<file path="config.mk">
export PLATFORM = sky130hd
export DESIGN_NAME = frame_header_crc_verifier_flat
export DESIGN_NICKNAME = d
export VERILOG_FILES = /design/src/rtl/core/fhcv_pkg.sv /design/src/rtl/core/fhcv_if.sv /design/src/rtl/core/fhcv_crc_step.sv /design/src/rtl/core/fhcv_msg_state.sv /design/src/rtl/core/frame_header_crc_verifier.sv /design/src/flat_wrapper.sv
export SDC_FILE = /design/constraint.sdc
export NUM_CORES = 1
export LEC_CHECK = 0
export ABC_AREA = 1
export BUFFER_PORTS_ARGS = -buffer_cell sky130_fd_sc_hd__clkbuf_2
export CAP_MARGIN = 20
export CORE_MARGIN = 10
export CORE_UTILIZATION = 60
export CTS_CLUSTER_SIZE = 14
export DETAILED_ROUTE_END_ITERATION = 10
export PLACE_DENSITY = 0.9
export SLEW_MARGIN = 20
export SYNTH_ARGS = -nofsm -noshare
export SYNTH_HDL_FRONTEND = slang
export SYNTH_HIERARCHICAL = 1
export SYNTH_SLANG_ARGS = --single-unit
export TNS_END_PERCENT = 30
</file>
<file path="constraint.sdc">
create_clock -name clk -period 5.5 [get_ports clk]
set_input_delay 0.825 -clock clk [delete_from_list [all_inputs] [get_ports clk]]
set_output_delay 0.825 -clock clk [all_outputs]
set_load 0.005 [all_outputs]
</file>
<file path="src/rtl/core/fhcv_pkg.sv">
`timescale 1ns / 1ps

package fhcv_pkg;

    localparam int HEADER_BYTES  = 32;
    localparam int PAYLOAD_BYTES = 432;
    localparam int CRC_SPAN      = HEADER_BYTES + PAYLOAD_BYTES;
    localparam int MSG_SIZE      = CRC_SPAN + 4;
    localparam int POS_W         = $clog2(MSG_SIZE + 1);

    localparam logic [31:0] CRC_POLY = 32'hEDB88320;
    localparam logic [31:0] CRC_INIT = 32'hFFFFFFFF;
    localparam logic [31:0] CRC_XOR  = 32'hFFFFFFFF;

    localparam logic [POS_W-1:0] POS_CRC_SPAN = POS_W'(CRC_SPAN);
    localparam logic [POS_W-1:0] POS_MSG_SIZE = POS_W'(MSG_SIZE);
    localparam logic [POS_W-1:0] POS_VERSION  = POS_W'(4);
    localparam logic [POS_W-1:0] POS_TYPE     = POS_W'(5);
    localparam logic [POS_W-1:0] POS_LEN_HI   = POS_W'(18);
    localparam logic [POS_W-1:0] POS_LEN_LO   = POS_W'(19);
    localparam logic [POS_W-1:0] POS_MAGIC_END = POS_W'(4);
    localparam logic [15:0] LENGTH_EXPECTED = 16'(PAYLOAD_BYTES);

    typedef enum logic [2:0] {
        ST_OK      = 3'd0,
        ST_SIZE    = 3'd1,
        ST_MAGIC   = 3'd2,
        ST_VERSION = 3'd3,
        ST_TYPE    = 3'd4,
        ST_LENGTH  = 3'd5,
        ST_CRC     = 3'd6
    } status_t;

    typedef enum logic [1:0] {
        CFG_MAGIC_WORD   = 2'd0,
        CFG_VERSION      = 2'd1,
        CFG_MSG_TYPE     = 2'd2
    } cfg_index_t;

    typedef struct packed {
        logic [31:0] magic_word;
        logic [7:0]  version_expected;
        logic [7:0]  msg_type_expected;
    } cfg_t;

    typedef struct packed {
        status_t     status;
        logic [31:0] computed_crc;
    } result_t;

endpackage

</file>
<file path="src/rtl/core/fhcv_if.sv">
`timescale 1ns / 1ps

interface fhcv_in_if;
    logic       valid;
    logic       ready;
    logic [7:0] byte_value;
    logic       last_byte;

    modport source (output valid, output byte_value, output last_byte, input ready);
    modport sink   (input valid, input byte_value, input last_byte, output ready);
endinterface

interface fhcv_out_if;
    logic        valid;
    logic        ready;
    logic [2:0]  status;
    logic [31:0] computed_crc;

    modport source (output valid, output status, output computed_crc, input ready);
    modport sink   (input valid, input status, input computed_crc, output ready);
endinterface

</file>
<file path="src/rtl/core/fhcv_crc_step.sv">
`timescale 1ns / 1ps

module fhcv_crc_step
    import fhcv_pkg::*;
(
    input  logic [31:0] crc_in,
    input  logic [7:0]  data,
    output logic [31:0] crc_out
);

    logic [31:0] acc;

    // one reflected CRC-32 byte update, eight bit steps folded into an XOR tree
    always_comb
    begin
        acc = crc_in ^ {24'd0, data};
        for (int k = 0; k < 8; k++)
        begin
            acc = acc[0] ? ((acc >> 1) ^ CRC_POLY) : (acc >> 1);
        end
        crc_out = acc;
    end

endmodule

</file>
<file path="src/rtl/core/fhcv_msg_state.sv">
`timescale 1ns / 1ps

module fhcv_msg_state
    import fhcv_pkg::*;
(
    input  logic       clk,
    input  logic       rst_n,
    input  cfg_t       cfg,
    input  logic       step,
    input  logic [7:0] byte_value,
    input  logic       last_byte,
    output result_t    result
);

    logic [POS_W-1:0] pos_reg, pos_next;
    logic [31:0]      crc_reg, crc_next;
    logic [31:0]      rx_crc_reg, rx_crc_next;
    logic [15:0]      len_reg, len_next;
    logic             magic_bad_reg, magic_bad_next;
    logic             version_bad_reg, version_bad_next;
    logic             type_bad_reg, type_bad_next;
    logic             overlong_reg, overlong_next;
    logic [31:0]      crc_upd;
    logic [7:0]       magic_want;
    logic [31:0]      crc_final;

    fhcv_crc_step u_crc_step (
        .crc_in  (crc_reg),
        .data    (byte_value),
        .crc_out (crc_upd)
    );

    always_comb
    begin
        case (pos_reg[1:0])
            2'd0:    magic_want = cfg.magic_word[31:24];
            2'd1:    magic_want = cfg.magic_word[23:16];
            2'd2:    magic_want = cfg.magic_word[15:8];
            default: magic_want = cfg.magic_word[7:0];
        endcase
    end

    always_comb
    begin
        pos_next         = pos_reg;
        crc_next         = crc_reg;
        rx_crc_next      = rx_crc_reg;
        len_next         = len_reg;
        magic_bad_next   = magic_bad_reg;
        version_bad_next = version_bad_reg;
        type_bad_next    = type_bad_reg;
        overlong_next    = overlong_reg;

        // drop bytes beyond the full message size
        if (pos_reg >= POS_MSG_SIZE)
        begin
            overlong_next = 1'b1;
        end
        else
        begin
            if (pos_reg < POS_CRC_SPAN)
                crc_next = crc_upd;
            else
                rx_crc_next = {rx_crc_reg[23:0], byte_value};

            if (pos_reg < POS_MAGIC_END)
            begin
                if (byte_value != magic_want)
                    magic_bad_next = 1'b1;
            end
            else if (pos_reg == POS_VERSION)
            begin
                if (byte_value != cfg.version_expected)
                    version_bad_next = 1'b1;
            end
            else if (pos_reg == POS_TYPE)
            begin
                if (byte_value != cfg.msg_type_expected)
                    type_bad_next = 1'b1;
            end
            else if (pos_reg == POS_LEN_HI || pos_reg == POS_LEN_LO)
            begin
                len_next = {len_reg[7:0], byte_value};
            end
            pos_next = pos_reg + POS_W'(1);
        end
    end

    assign crc_final = crc_next ^ CRC_XOR;

    always_comb
    begin
        result.computed_crc = crc_final;
        if (overlong_next || pos_next != POS_MSG_SIZE)
            result.status = ST_SIZE;
        else if (magic_bad_next)
            result.status = ST_MAGIC;
        else if (version_bad_next)
            result.status = ST_VERSION;
        else if (type_bad_next)
            result.status = ST_TYPE;
        else if (len_next != LENGTH_EXPECTED)
            result.status = ST_LENGTH;
        else if (rx_crc_next != crc_final)
            result.status = ST_CRC;
        else
            result.status = ST_OK;
    end

    always_ff @(posedge clk or negedge rst_n)
    begin
        if (!rst_n)
        begin
            pos_reg         <= '0;
            crc_reg         <= CRC_INIT;
            rx_crc_reg      <= '0;
            len_reg         <= '0;
            magic_bad_reg   <= 1'b0;
            version_bad_reg <= 1'b0;
            type_bad_reg    <= 1'b0;
            overlong_reg    <= 1'b0;
        end
        else if (step)
        begin
            // clear all message state after the final byte
            if (last_byte)
            begin
                pos_reg         <= '0;
                crc_reg         <= CRC_INIT;
                rx_crc_reg      <= '0;
                len_reg         <= '0;
                magic_bad_reg   <= 1'b0;
                version_bad_reg <= 1'b0;
                type_bad_reg    <= 1'b0;
                overlong_reg    <= 1'b0;
            end
            else
            begin
                pos_reg         <= pos_next;
                crc_reg         <= crc_next;
                rx_crc_reg      <= rx_crc_next;
                len_reg         <= len_next;
                magic_bad_reg   <= magic_bad_next;
                version_bad_reg <= version_bad_next;
                type_bad_reg    <= type_bad_next;
                overlong_reg    <= overlong_next;
            end
        end
    end

endmodule

</file>
<file path="src/rtl/core/frame_header_crc_verifier.sv">
`timescale 1ns / 1ps

// Byte-stream frame verifier: one byte per transaction on the input channel, last_byte
// marking the end of a message of 32 header bytes, 432 payload bytes and a big-endian
// CRC-32 trailer. Each byte passes an input register and then the CRC and header-field
// logic; a byte is accepted every cycle while the input is not stalled. The status and
// out.valid for a message are loaded into the output register together, when its final
// byte leaves the input register. Input only stalls when a finished status is still
// waiting in the output register and the next final byte is ready to leave the input
// register. Write the magic word, version and message type through the configuration
// port only while no message is in flight.

module frame_header_crc_verifier
    import fhcv_pkg::*;
(
    input  logic              clk,
    input  logic              rst_n,
    fhcv_in_if.sink           in,
    fhcv_out_if.source        out,
    input  logic              cfg_we,
    input  logic [1:0]        cfg_index,
    input  logic [31:0]       cfg_data
);

    cfg_t       cfg_reg;
    logic       s1_valid_reg;
    logic [7:0] s1_byte_reg;
    logic       s1_last_reg;
    logic       s1_adv;
    logic       step;
    result_t    result;
    logic       out_valid_reg;
    result_t    out_data_reg;

    always_ff @(posedge clk or negedge rst_n)
    begin
        if (!rst_n)
        begin
            cfg_reg <= '0;
        end
        else if (cfg_we)
        begin
            case (cfg_index_t'(cfg_index))
                CFG_MAGIC_WORD: cfg_reg.magic_word        <= cfg_data;
                CFG_VERSION:    cfg_reg.version_expected  <= cfg_data[7:0];
                CFG_MSG_TYPE:   cfg_reg.msg_type_expected <= cfg_data[7:0];
                default:        cfg_reg <= cfg_reg;
            endcase
        end
    end

    // hold a final byte while the previous status has not been taken
    assign s1_adv   = !s1_last_reg || !out_valid_reg || out.ready;
    assign step     = s1_valid_reg && s1_adv;
    assign in.ready = !s1_valid_reg || s1_adv;

    always_ff @(posedge clk or negedge rst_n)
    begin
        if (!rst_n)
        begin
            s1_valid_reg <= 1'b0;
        end
        else if (in.ready)
        begin
            s1_valid_reg <= in.valid;
        end
    end

    always_ff @(posedge clk)
    begin
        if (in.valid && in.ready)
        begin
            s1_byte_reg <= in.byte_value;
            s1_last_reg <= in.last_byte;
        end
    end

    fhcv_msg_state u_msg_state (
        .clk        (clk),
        .rst_n      (rst_n),
        .cfg        (cfg_reg),
        .step       (step),
        .byte_value (s1_byte_reg),
        .last_byte  (s1_last_reg),
        .result     (result)
    );

    always_ff @(posedge clk or negedge rst_n)
    begin
        if (!rst_n)
        begin
            out_valid_reg <= 1'b0;
        end
        else if (step && s1_last_reg)
        begin
            out_valid_reg <= 1'b1;
        end
        else if (out.ready)
        begin
            out_valid_reg <= 1'b0;
        end
    end

    always_ff @(posedge clk)
    begin
        if (step && s1_last_reg)
        begin
            out_data_reg <= result;
        end
    end

    assign out.valid        = out_valid_reg;
    assign out.status       = out_data_reg.status;
    assign out.computed_crc = out_data_reg.computed_crc;

    a_final_byte_gives_status: assert property (
        @(posedge clk) disable iff (!rst_n)
        step && s1_last_reg |=> out_valid_reg
    ) else $error("final byte did not load a status");

    a_stall_only_on_full_output: assert property (
        @(posedge clk) disable iff (!rst_n)
        !in.ready |-> s1_valid_reg && s1_last_reg && out_valid_reg && !out.ready
    ) else $error("input stalled without a pending status");

    a_no_overwrite: assert property (
        @(posedge clk) disable iff (!rst_n)
        out_valid_reg && !out.ready |=> out_valid_reg && $stable(out_data_reg)
    ) else $error("pending status overwritten");

endmodule

</file>
<file path="src/flat_wrapper.sv">
// flat-port wrapper written by rule: the top's interface ports become plain ports
module frame_header_crc_verifier_flat import fhcv_pkg::*;
  (clk, rst_n, cfg_we, cfg_index, cfg_data, in_valid, in_byte_value, in_last_byte, in_ready, out_valid, out_status, out_computed_crc, out_ready);
  fhcv_in_if in_i ();
  fhcv_out_if out_i ();
  input  logic clk;
  input  logic rst_n;
  input  logic cfg_we;
  input  logic [1:0] cfg_index;
  input  logic [31:0] cfg_data;
  input wire logic [$bits(in_i.valid)-1:0] in_valid;
  input wire logic [$bits(in_i.byte_value)-1:0] in_byte_value;
  input wire logic [$bits(in_i.last_byte)-1:0] in_last_byte;
  output wire logic [$bits(in_i.ready)-1:0] in_ready;
  output wire logic [$bits(out_i.valid)-1:0] out_valid;
  output wire logic [$bits(out_i.status)-1:0] out_status;
  output wire logic [$bits(out_i.computed_crc)-1:0] out_computed_crc;
  input wire logic [$bits(out_i.ready)-1:0] out_ready;
  assign in_i.valid = in_valid;
  assign in_i.byte_value = in_byte_value;
  assign in_i.last_byte = in_last_byte;
  assign in_ready = in_i.ready;
  assign out_valid = out_i.valid;
  assign out_status = out_i.status;
  assign out_computed_crc = out_i.computed_crc;
  assign out_i.ready = out_ready;
  frame_header_crc_verifier u_core (.clk(clk), .rst_n(rst_n), .in(in_i), .out(out_i), .cfg_we(cfg_we), .cfg_index(cfg_index), .cfg_data(cfg_data));
endmodule
</file>
Word level (Yosys, flattened, before mapping)
Index checks and enable logic that the tools add are counted.
{ "op_classes": {"n_addsub": 1, "n_lt_le_gt_ge": 3, "n_eq_ne": 14, "mux": 47, "bitwise_logic": 10, "n_reduce_logical": 18} }
{ "op_table": {"columns": ["cell", "count"], "rows": [
  ["$mux 32", 14],
  ["$not 13->14", 8],
  ["$mux 16", 6],
  ["$ne 32x32->1", 1],
  ["$not 32->32", 1],
  ["$xor 32x8->32", 1],
  ["$ne 8x8->1", 3],
  ["$pmux 8 s3", 1],
  ["$mux 1", 19],
  ["$eq 9x3->1 const B", 2],
  ["$eq 9x5->1 const B", 2],
  ["$mux 9", 2],
  ["$ne 16x9->1 const B", 1],
  ["$add 9x1->9 const B", 1],
  ["$ge 9x9->1 const B", 1],
  ["$lt 9x3->1 const B", 1],
  ["$lt 9x9->1 const B", 1],
  ["$mux 3", 3],
  ["$ne 9x9->1 const B", 1],
  ["$reduce_and 2->1", 3],
  ["$logic_or 1x1->1", 5],
  ["$eq 2x1->1 const B", 2],
  ["$eq 2x2->1 const B", 2],
  ["$logic_not 2->1", 2],
  ["other kinds (5)", 10]
]} }
{ "totals": {"regBits": 187, "input_bits": 48, "out_inout_bits": 37} }

Depth between registers and ports, before layout
Gate-level depths: netlist of run 1.
{ "logic_depth": {"ltp_word": 26, "depth_mapped": 23, "mapped_depth_nobuf": 23} }

By module
The synthesis of run 1 kept the hierarchy.
{ "by_module_without_submodules": {"columns": ["mod", "instances", "cells_per_inst", "area_each_um2", "seq_area_each_um2"], "rows": [
  ["fhcv_msg_state", 1, 1050, 6831.6, 2367.3],
  ["frame_header_crc_verifier", 1, 270, 3423.3, 2572.5],
  ["fhcv_crc_step", 1, 223, 1296.2, 0.0]
]} }

Worst setup path after synthesis of run 1
OpenSTA, ideal clock, no wires.
{ "synth_timing": {"path_kind": "input-to-reg", "from": "input out_ready", "to": "register u_core.u_msg_state.crc_reg[10]", "setup_ps": 78, "arrival_time_ps": 2337, "slack_ps": 3085, "stages": 10, "path_cell_list": "inv_1 -> a31oi_1 -> buf_2 -> clkinv_1 -> nor2_1 -> inv_1 -> clkbuf_1 -> clkbuf_1 -> o22ai_1 -> inv_1"} }
{ "synth_between": {"elab_chain_cells": 2} }
{ "synth_lines": {"columns": ["element", "line_no", "rtl"], "rows": [
  ["start: declaration", "flat_wrapper.sv:18", "input wire logic [$bits(out_i.ready)-1:0] out_ready;"],
  ["$logic_or 1x1->1", "frame_header_crc_verifier.sv:53", "assign s1_adv = !s1_last_reg || !out_valid_reg || out.ready;"],
  ["$logic_and 1x1->1", "frame_header_crc_verifier.sv:54", "assign step = s1_valid_reg && s1_adv;"],
  ["named net u_core.step", "frame_header_crc_verifier.sv:30", "logic step;"],
  ["end signal: assignment", "fhcv_msg_state.sv:140", "crc_reg <= crc_next;"],
  ["end: declaration", "fhcv_msg_state.sv:16", "logic [31:0] crc_reg, crc_next;"]
]} }
The timed path passes the listed nets, and every way through them passes these cells.
A chain may end at the register's enable or synchronous reset.

Worst setup path after layout of run 1
{ "layout_timing": {"from": "register u_core.u_msg_state.pos_reg[5]", "to": "register u_core.out_data_reg, in the netlist u_core/out.status[2], data pin"} }
{ "layout_between": {"elab_chain_cells": 10, "elab_cells_between_ends": 38, "classes_between": "1 x add/sub; 3 x order compare; 7 x eq/ne; 23 x mux; 1 x bitwise; 3 x reduce/logical"} }
{ "layout_lines": {"columns": ["element", "line_no", "rtl"], "rows": [
  ["start: declaration", "fhcv_msg_state.sv:15", "logic [POS_W-1:0] pos_reg, pos_next;"],
  ["start signal: assignment", "fhcv_msg_state.sv:139", "pos_reg <= pos_next;"],
  ["branches (longest 10 deep; another with $lt 9x9->1)", null, null],
  ["end signal: assignment", "frame_header_crc_verifier.sv:108", "out_data_reg <= result;"],
  ["end: declaration", "frame_header_crc_verifier.sv:33", "result_t out_data_reg;"]
]} }
Parallel ways; which one is timed is not known.

==> results of run 1 <==
## worst max-delay path by stage
stage / startpoint / endpoint / cells past startpoint
4_1_cts: u_core/u_msg_state/pos_reg[5] / u_core/out.status[2] / 14
3_5_place_dp: u_core/u_msg_state/pos_reg[5] / u_core/out.status[2] / 14
3_3_place_gp: u_core/u_msg_state/pos_reg[5] / u_core/out.status[2] / 14
5_1_grt: u_core/u_msg_state/pos_reg[5] / u_core/out.status[2] / 14
6_report: u_core/u_msg_state/pos_reg[5] / u_core/out.status[2] / 14
2_1_floorplan: out_ready / u_core/u_msg_state/crc_reg[10] / 10
## worst max-delay path, delay by kind of cell, from the launching register on
| family | cells | cell delay (ps) |
|---|---|---|
| simple gates | 11 | 2400 |
| flops | 1 | 490 |
| buf+inv | 2 | 180 |
| compound gates | 1 | 540 |
## final cells by class
cell class	count	area [µm²]	share of cell area
multi-input cells	1078	5445	0.4339
flip-flops and latches	187	4940	0.3936
inverters	204	768.2	0.06122
clock buffers	21	486.7	0.03878
repair buffers	91	479.2	0.03819
well taps	260	325.3	0.02592
clock inverters	11	102.6	0.008175
diodes	1	2.502	0.0001994
## cell families (layout without fill, tap and decap cells)
| family | Yosys count | count (layout) |
|---|---|---|
| AOI/OAI and AO/OA | 166 | 166 |
| xor gates and xnor gates | 69 | 69 |
| adders and majority gates | 5 | 5 |
| buffers and inverters | 278 | 327 |
| DFF | 187 | 187 |
| other | 0 | 1 |
| and+or+nand+nor | 838 | 838 |
## where the power goes
part	internal [W]	leakage, nW	switching (W)
Combinational	0.00106	3.90	0.00212
Sequential	0.00184	2.22	0.000212
Clock	0.000652	0.288	0.000574
Total	0.00355	6.40	0.00291
## layer usage
layer | track usage | wire length (µm) | vias to the layer above
met2 | 0.3928 | 14910 | 635
met3 | 0.05138 | 2916 | 135
li1 | - | - | 5032
met5 | 0 | 0 | -
met1 | 0.2897 | 11810 | 4958
met4 | 0.1671 | 2091 | 0
## placed cells by master (no fill, tap or decap), types with 4 or more instances in the layout
cell	synthesis	routed
o21ai_0	31	31
inv_1	192	191
nand3_1	105	105
nand2_4	7	7
a22o_1	4	4
edfxtp_1	44	44
or2_2	8	8
nand4_1	54	54
nor2_4	5	5
dfrtp_1	111	111
xor2_1	48	48
inv_2	10	11
o21ai_1	29	29
clkbuf_2	1	83
nand3b_1	13	13
nor2_1	40	40
xnor2_1	12	12
nand3_4	5	5
buf_4	5	7
dfstp_2	32	32
nand2_1	573	573
clkbuf_16	0	19
clkinv_4	0	4
ha_1	5	5
o22ai_1	79	79
a21oi_1	20	20
xor2_2	4	4
nand2_2	21	21
## stage by stage
step | util | hold WS, ps | worst slack, ps | total power (W) | std cells
6_report | 0.6664 | 469.8 | 1622 | 0.006461 | 1853
3_3_place_gp | 0.6350 | 452.1 | 1910 | 0.005054 | 1820
3_5_place_dp | 0.6350 | 456.4 | 1771 | 0.005126 | 1820
4_1_cts | 0.6663 | 473.2 | 1743 | 0.006373 | 1852
5_1_grt | 0.6663 | 491.8 | 1334 | 0.006877 | 1852
2_1_floorplan | - | 434.5 | 3085 | 0.004179 | 1543
==> results.md, run 1 <==
- Status: complete, no violations
- Mux cell area share after synthesis: 0
- Area leader, netlist: dfrtp_1
- R2R setup slack: 1620 ps
- Maximum number of pins on one net before global-route repair: 103
- Drt wl/cell: 17.12 µm
- Crit path largest cell delay: 930 ps
- Vias in the first global route: 10140
- Slew HR: 0.3085
- Max Freq: 257.9 MHz
- Minimum clock period: 3878 ps
- Worst R2R Start: u_core/u_msg_state/pos_reg[5]
- Final Instance Area: 12550 µm²
- Final ANT Viol Nets: 0
- Final #Nets: 1632
- Post-CTS Setup Repair Bufs: 0
- Total negative slack: 0 ps
- Worst hold stages: 2
- Full die area: 25200 µm²
- Num ports: 85
- CTS tree: yes
- Root buf cell: clkbuf_16
- P&R area growth vs syn: 8.644%
- Via count: 10760
- FF-to-FF End: u_core/out.status[2]
- CP required: 5710 ps
- Core box area: 18830 µm²
- Most used DFF post-synth: dfrtp_1
- Ratio of cells with drive above 1 in the final layout: 0.1401
- Synth Area in XOR/XNOR: 0.06109
- Simple logic cell fraction of the synthesized area: 0.3212
- Worst hold path type: reg -> reg
- Post-DP HPWL: 21510 µm
- GRT Total Usage: 0.2447
- Hold Fails Final Rpt: 0
- Post-CTS Resized: 0
- RePlAce Congestion: 0.9203
- Post-synth EDFFs: 44
- CP Launch Type: register
- Total CTS buffers: 17
- Max stage delay cell, worst path: nand3_4
- Fraction of registers with async set/reset: 0.7647
- Maximum buffer depth of the clock tree: 2
- Top-count cell post-synth: nand2_1
- First-pass GRT wire length: 51050 µm
- Complex-gate fraction of the synthesized area: 0.08243
- HP Start: u_core/cfg_reg[23]
- Post-synth cell types: 40
- Initial antenna violation count: 0
- Iteration-0 DRC Markers: 1477
- Clock Latency Late Sink: 450 ps
- Post-Syn Nets: 1596
- Post-Synth Adder-Cell Area: 0.005416
- Hold EP: u_core/cfg_reg[23]
- Fillers: 1451
- Total wire length: 31730 µm
- Seq cells post-synth: 187
- Max reg flops: 48
- List of most frequent post-synthesis cells: nand2_1, inv_1, dfrtp_1, nand3_1, o22ai_1
- Reg2Reg Depth: 14
- Synth top area share: 0.2405
- Power Density: 514.9 nW/µm²
- Worst slew pin tran: 1037 ps
- Largest family of logic cells by synthesized area: simple AND/OR/NAND/NOR gates
- Gr ovfl total: 0
- Clk_skew: 13.89 ps
- Mapped Cells: 1543
- Crit end category: register
- FP Rows: 50
- IO buf count: 84
- Starting Density: 0.6134
- Syn. warnings: 6
- Area of the mapped netlist: 11550 µm²
- Clock Pin Slew Worst Setup and Hold Paths: 70 ps
- Syn Area/Cell: 7.486 µm²
- CP Class: reg -> reg
- Vias per cell: 5.807
- DRC viols: 0
- Unrepaired setup endpoints after global routing: no
- CP cell instances: inv_2, nand2_2, nor2_4, nand3_4, o21ai_0, nand2_1, nand2_1, nand2_1, nor2_1, nand2_1, nor2_1, nand3_1, nand2_1, inv_1
- H-tree Lvls: 4
- Most common cell on crit path: nand2_1
- Chip Height: 158.8 µm
- TritonRoute pass-1 iters: 6
- Sequential element share of the synthesized area: 0.4276
- Final Cycle Share: 0.7051
- Worst VDD drop: 336.7 µV
- Endpoints failing setup: 0
- Sink Count: 187
- Hold_buf cts: 0
- Die width: 158.8 µm
- Max cap viols: 0
- DP Area: 11960 µm²
- Crit path DAT: 4090 ps
- Pins over their slew limit: 0
- P_leak: 6.404 nW
- Crit-path max FO: 97
- Dominant cells by area after synthesis: dfrtp_1, nand2_1, edfxtp_1
(Power assumes the default switching activity.)
==> inputs of run 2 (changes only) <==
CORE_UTILIZATION = 55   (was 60)
PLACE_DENSITY = 0.88   (was 0.9)
clock period = 3.4 ns   (was 5.5 ns; I/O delays follow)
==> run 2 against run 1 <==
  * The flow now finishes with violations (negative hold slack)
  * Clock skew is 1.2 ps higher
  * Count of clock-buffer cells in the layout stayed put
  * Sequential power is 63% higher
  * Critical path type unchanged
  * Critical endpoint unchanged
==> results.md, run 2 (synthesized netlist as in run 1, its figures left out) <==
- Status: finished, violations left
- Failing checks: negative hold slack
- Max reg flops: 48 (unchanged)
- Crit end category: register
- Crit path DAT: 3220 ps (-870 ps)
- Via count: 10820 (+0.55%)
- Unrepaired setup endpoints after global routing: no
- Full die area: 27200 µm² (+7.9%)
- CP cell instances: inv_1, nand2_1, nand2_1, nand2_1, nand2_4, nand2_1, nand2_2, nand3_1, nand2_1, inv_1, nand3_1, nand2_1, inv_1, nand2_1, nand2_1, nand2_1, nor2_1, nand2_1, nor2_1, nand3_1, nand2_1, inv_1
- Pins over their slew limit: 0 (unchanged)
- Final core utilization: 0.6230 (-0.04340)
- Final Cycle Share: 0.8883 (+0.1832)
- Worst VDD drop: 389.8 µV (+16%)
- Vias per cell: 5.749 (-1.0%)
- Initial antenna violation count: 0 (unchanged)
- GRT Total Usage: 0.2499 (+0.005221)
- Commonest non-fill, non-tap cell in the layout: nand2_1
- Final #Nets: 1652 (+1.2%)
- WP buf/inv: 4 (+2)
- Max cap viols: 0 (unchanged)
- Die width: 164.9 µm (+3.9%)
- Post-CTS Resized: 0 (unchanged)
- Power Density: 809.6 nW/µm² (+57%)
- Worst hold path type: in -> async
- Iteration-0 DRC Markers: 1084 (-27%)
- Starting Density: 0.5654 (-0.04801)
- RePlAce Congestion: 1.016 (+10%)
- Worst slew pin tran: 1015 ps (-22.45 ps)
- Vias in the first global route: 10350 (+2.1%)
- Hold_buf cts: 0 (unchanged)
- Max stage delay cell, worst path: edfxtp_1
- Clock Pin Slew Worst Setup and Hold Paths: 80 ps (about the same)
- Post-CTS Setup Repair Bufs: 0 (unchanged)
- Commonest cells after routing, fill and taps aside: nand2_1, inv_1, dfrtp_1
- Antenna Diode Count: 0 (-1)
- Wire length on met1: 12900 µm (+9.2%)
- Hold Fails Final Rpt: 1 (+1)
- Maximum number of pins on one net before global-route repair: 87 (-16%)
- Highest Signal Layer: met4
- Met2 wire length: 15880 µm (+6.5%)
- CP Launch Type: register
- Total wire length: 33410 µm (+5.3%)
- WP depth: 22 (+8)
- Met3 routed WL: 2990 µm (+2.5%)
- First-pass GRT wire length: 53920 µm (+5.6%)
- FP Rows: 52 (+4.0%)
- Clk_skew: 15.11 ps (+1.217 ps)
- Core box area: 20430 µm² (+8.5%)
- Maximum buffer depth of the clock tree: 2 (unchanged)
- TritonRoute pass-1 iters: 8 (+2)
- Drt wl/cell: 17.75 µm (+3.7%)
- Clock Latency Late Sink: 440 ps (about the same)
- Post-DP HPWL: 23740 µm (+10%)
- Gr ovfl total: 0 (unchanged)
- CP Class: reg -> reg
- Num ports: 85 (unchanged)
- Most common cell on crit path: nand2_1
- P_leak: 6.509 nW (+1.6%)
- Max Freq: 331.1 MHz (+28%)
- Sink Count: 187 (unchanged)
- IO buf count: 84 (unchanged)
- Slew HR: 0.3235 (+0.01497)
- Total CTS buffers: 17 (unchanged)
- Minimum clock period: 3020 ps (-857.9 ps)
- Endpoints failing setup: 0 (unchanged)
- Top delay family on crit path: simple AND/OR/NAND/NOR gates
- Root buf cell: clkbuf_16
- Chip Height: 164.9 µm (+3.9%)
- CTS tree: yes
- P&R area growth vs syn: 10.19%
- H-tree Lvls: 4 (unchanged)
- Ratio of cells with drive above 1 in the final layout: 0.1501 (+0.01005)
- Final ANT Viol Nets: 0 (unchanged)
- Crit-path max FO: 9 (-91%)
- Crit path largest cell delay: 540 ps (-390 ps)
- WHS: -0.4596 ps (-470.2 ps)
- Total negative slack: 0 ps (unchanged)
- CP required: 3600 ps (-2110 ps)
- DRC viols: 0 (unchanged)
- Reg2Reg Depth: 22 (+8)
## run 2: changes by cell type in the layout (fill, tap and decap cells not counted), sizes merged
cell,previous run,this run
clkinvlp,1,0
clkinv,6,4
diode,1,0
buf,8,28
inv,208,211
## run 2: worst paths after layout
path / from / end / slack [ps]
min reg2reg: u_core/cfg_reg[16] / u_core/cfg_reg[16] / 470
max: u_core/s1_byte_reg[1] / u_core/out.status[2] / 380
min in group clk: in_byte_value[4] / u_core/s1_byte_reg[4] / 240
max reg2reg: u_core/s1_byte_reg[1] / u_core/out.status[2] / 380
min: rst_n / u_core/u_msg_state/rx_crc_reg[0] / -0.5
max in group asynchronous: rst_n / u_core/u_msg_state/crc_reg[18] / 2570
## run 2: report_power, final
group	total, W	leakage [nW]	internal [W]	switching (W)
Sequential	0.00335	2.22	0.00298	0.000371
Combinational	0.00500	4.00	0.00173	0.00326
Clock	0.00196	0.287	0.00103	0.000932
Total	0.0103	6.51	0.00574	0.00457
## run 2: final cells by class
class / count / area (µm²)
fillers: 1734 / 7701
clock inverters: 11 / 98.84
clock buffers: 21 / 471.7
well taps: 270 / 337.8
flip-flops and latches: 187 / 4940
multi-input cells: 1078 / 5445
inverters: 204 / 768.2
repair buffers: 111 / 666.9
## run 2: per-layer routing
metal	GRT usage	vias to the layer above
met5	0	-
met4	0.1216	0
met3	0.04232	122
met2	0.4140	639
met1	0.3109	4993
li1	-	5065
## run 2: stage by stage
stage               power, W  std cells  area (µm²)  setup slack (ps)
CTS                  0.01023       1882       12730             470.5
finish               0.01030       1882       12730             379.9
global route         0.01100       1882       12730             193.8
floorplan           0.006760       1543       11550              1058
detailed placement  0.008246       1850       12160             482.0
global placement    0.008136       1850       12160             528.0
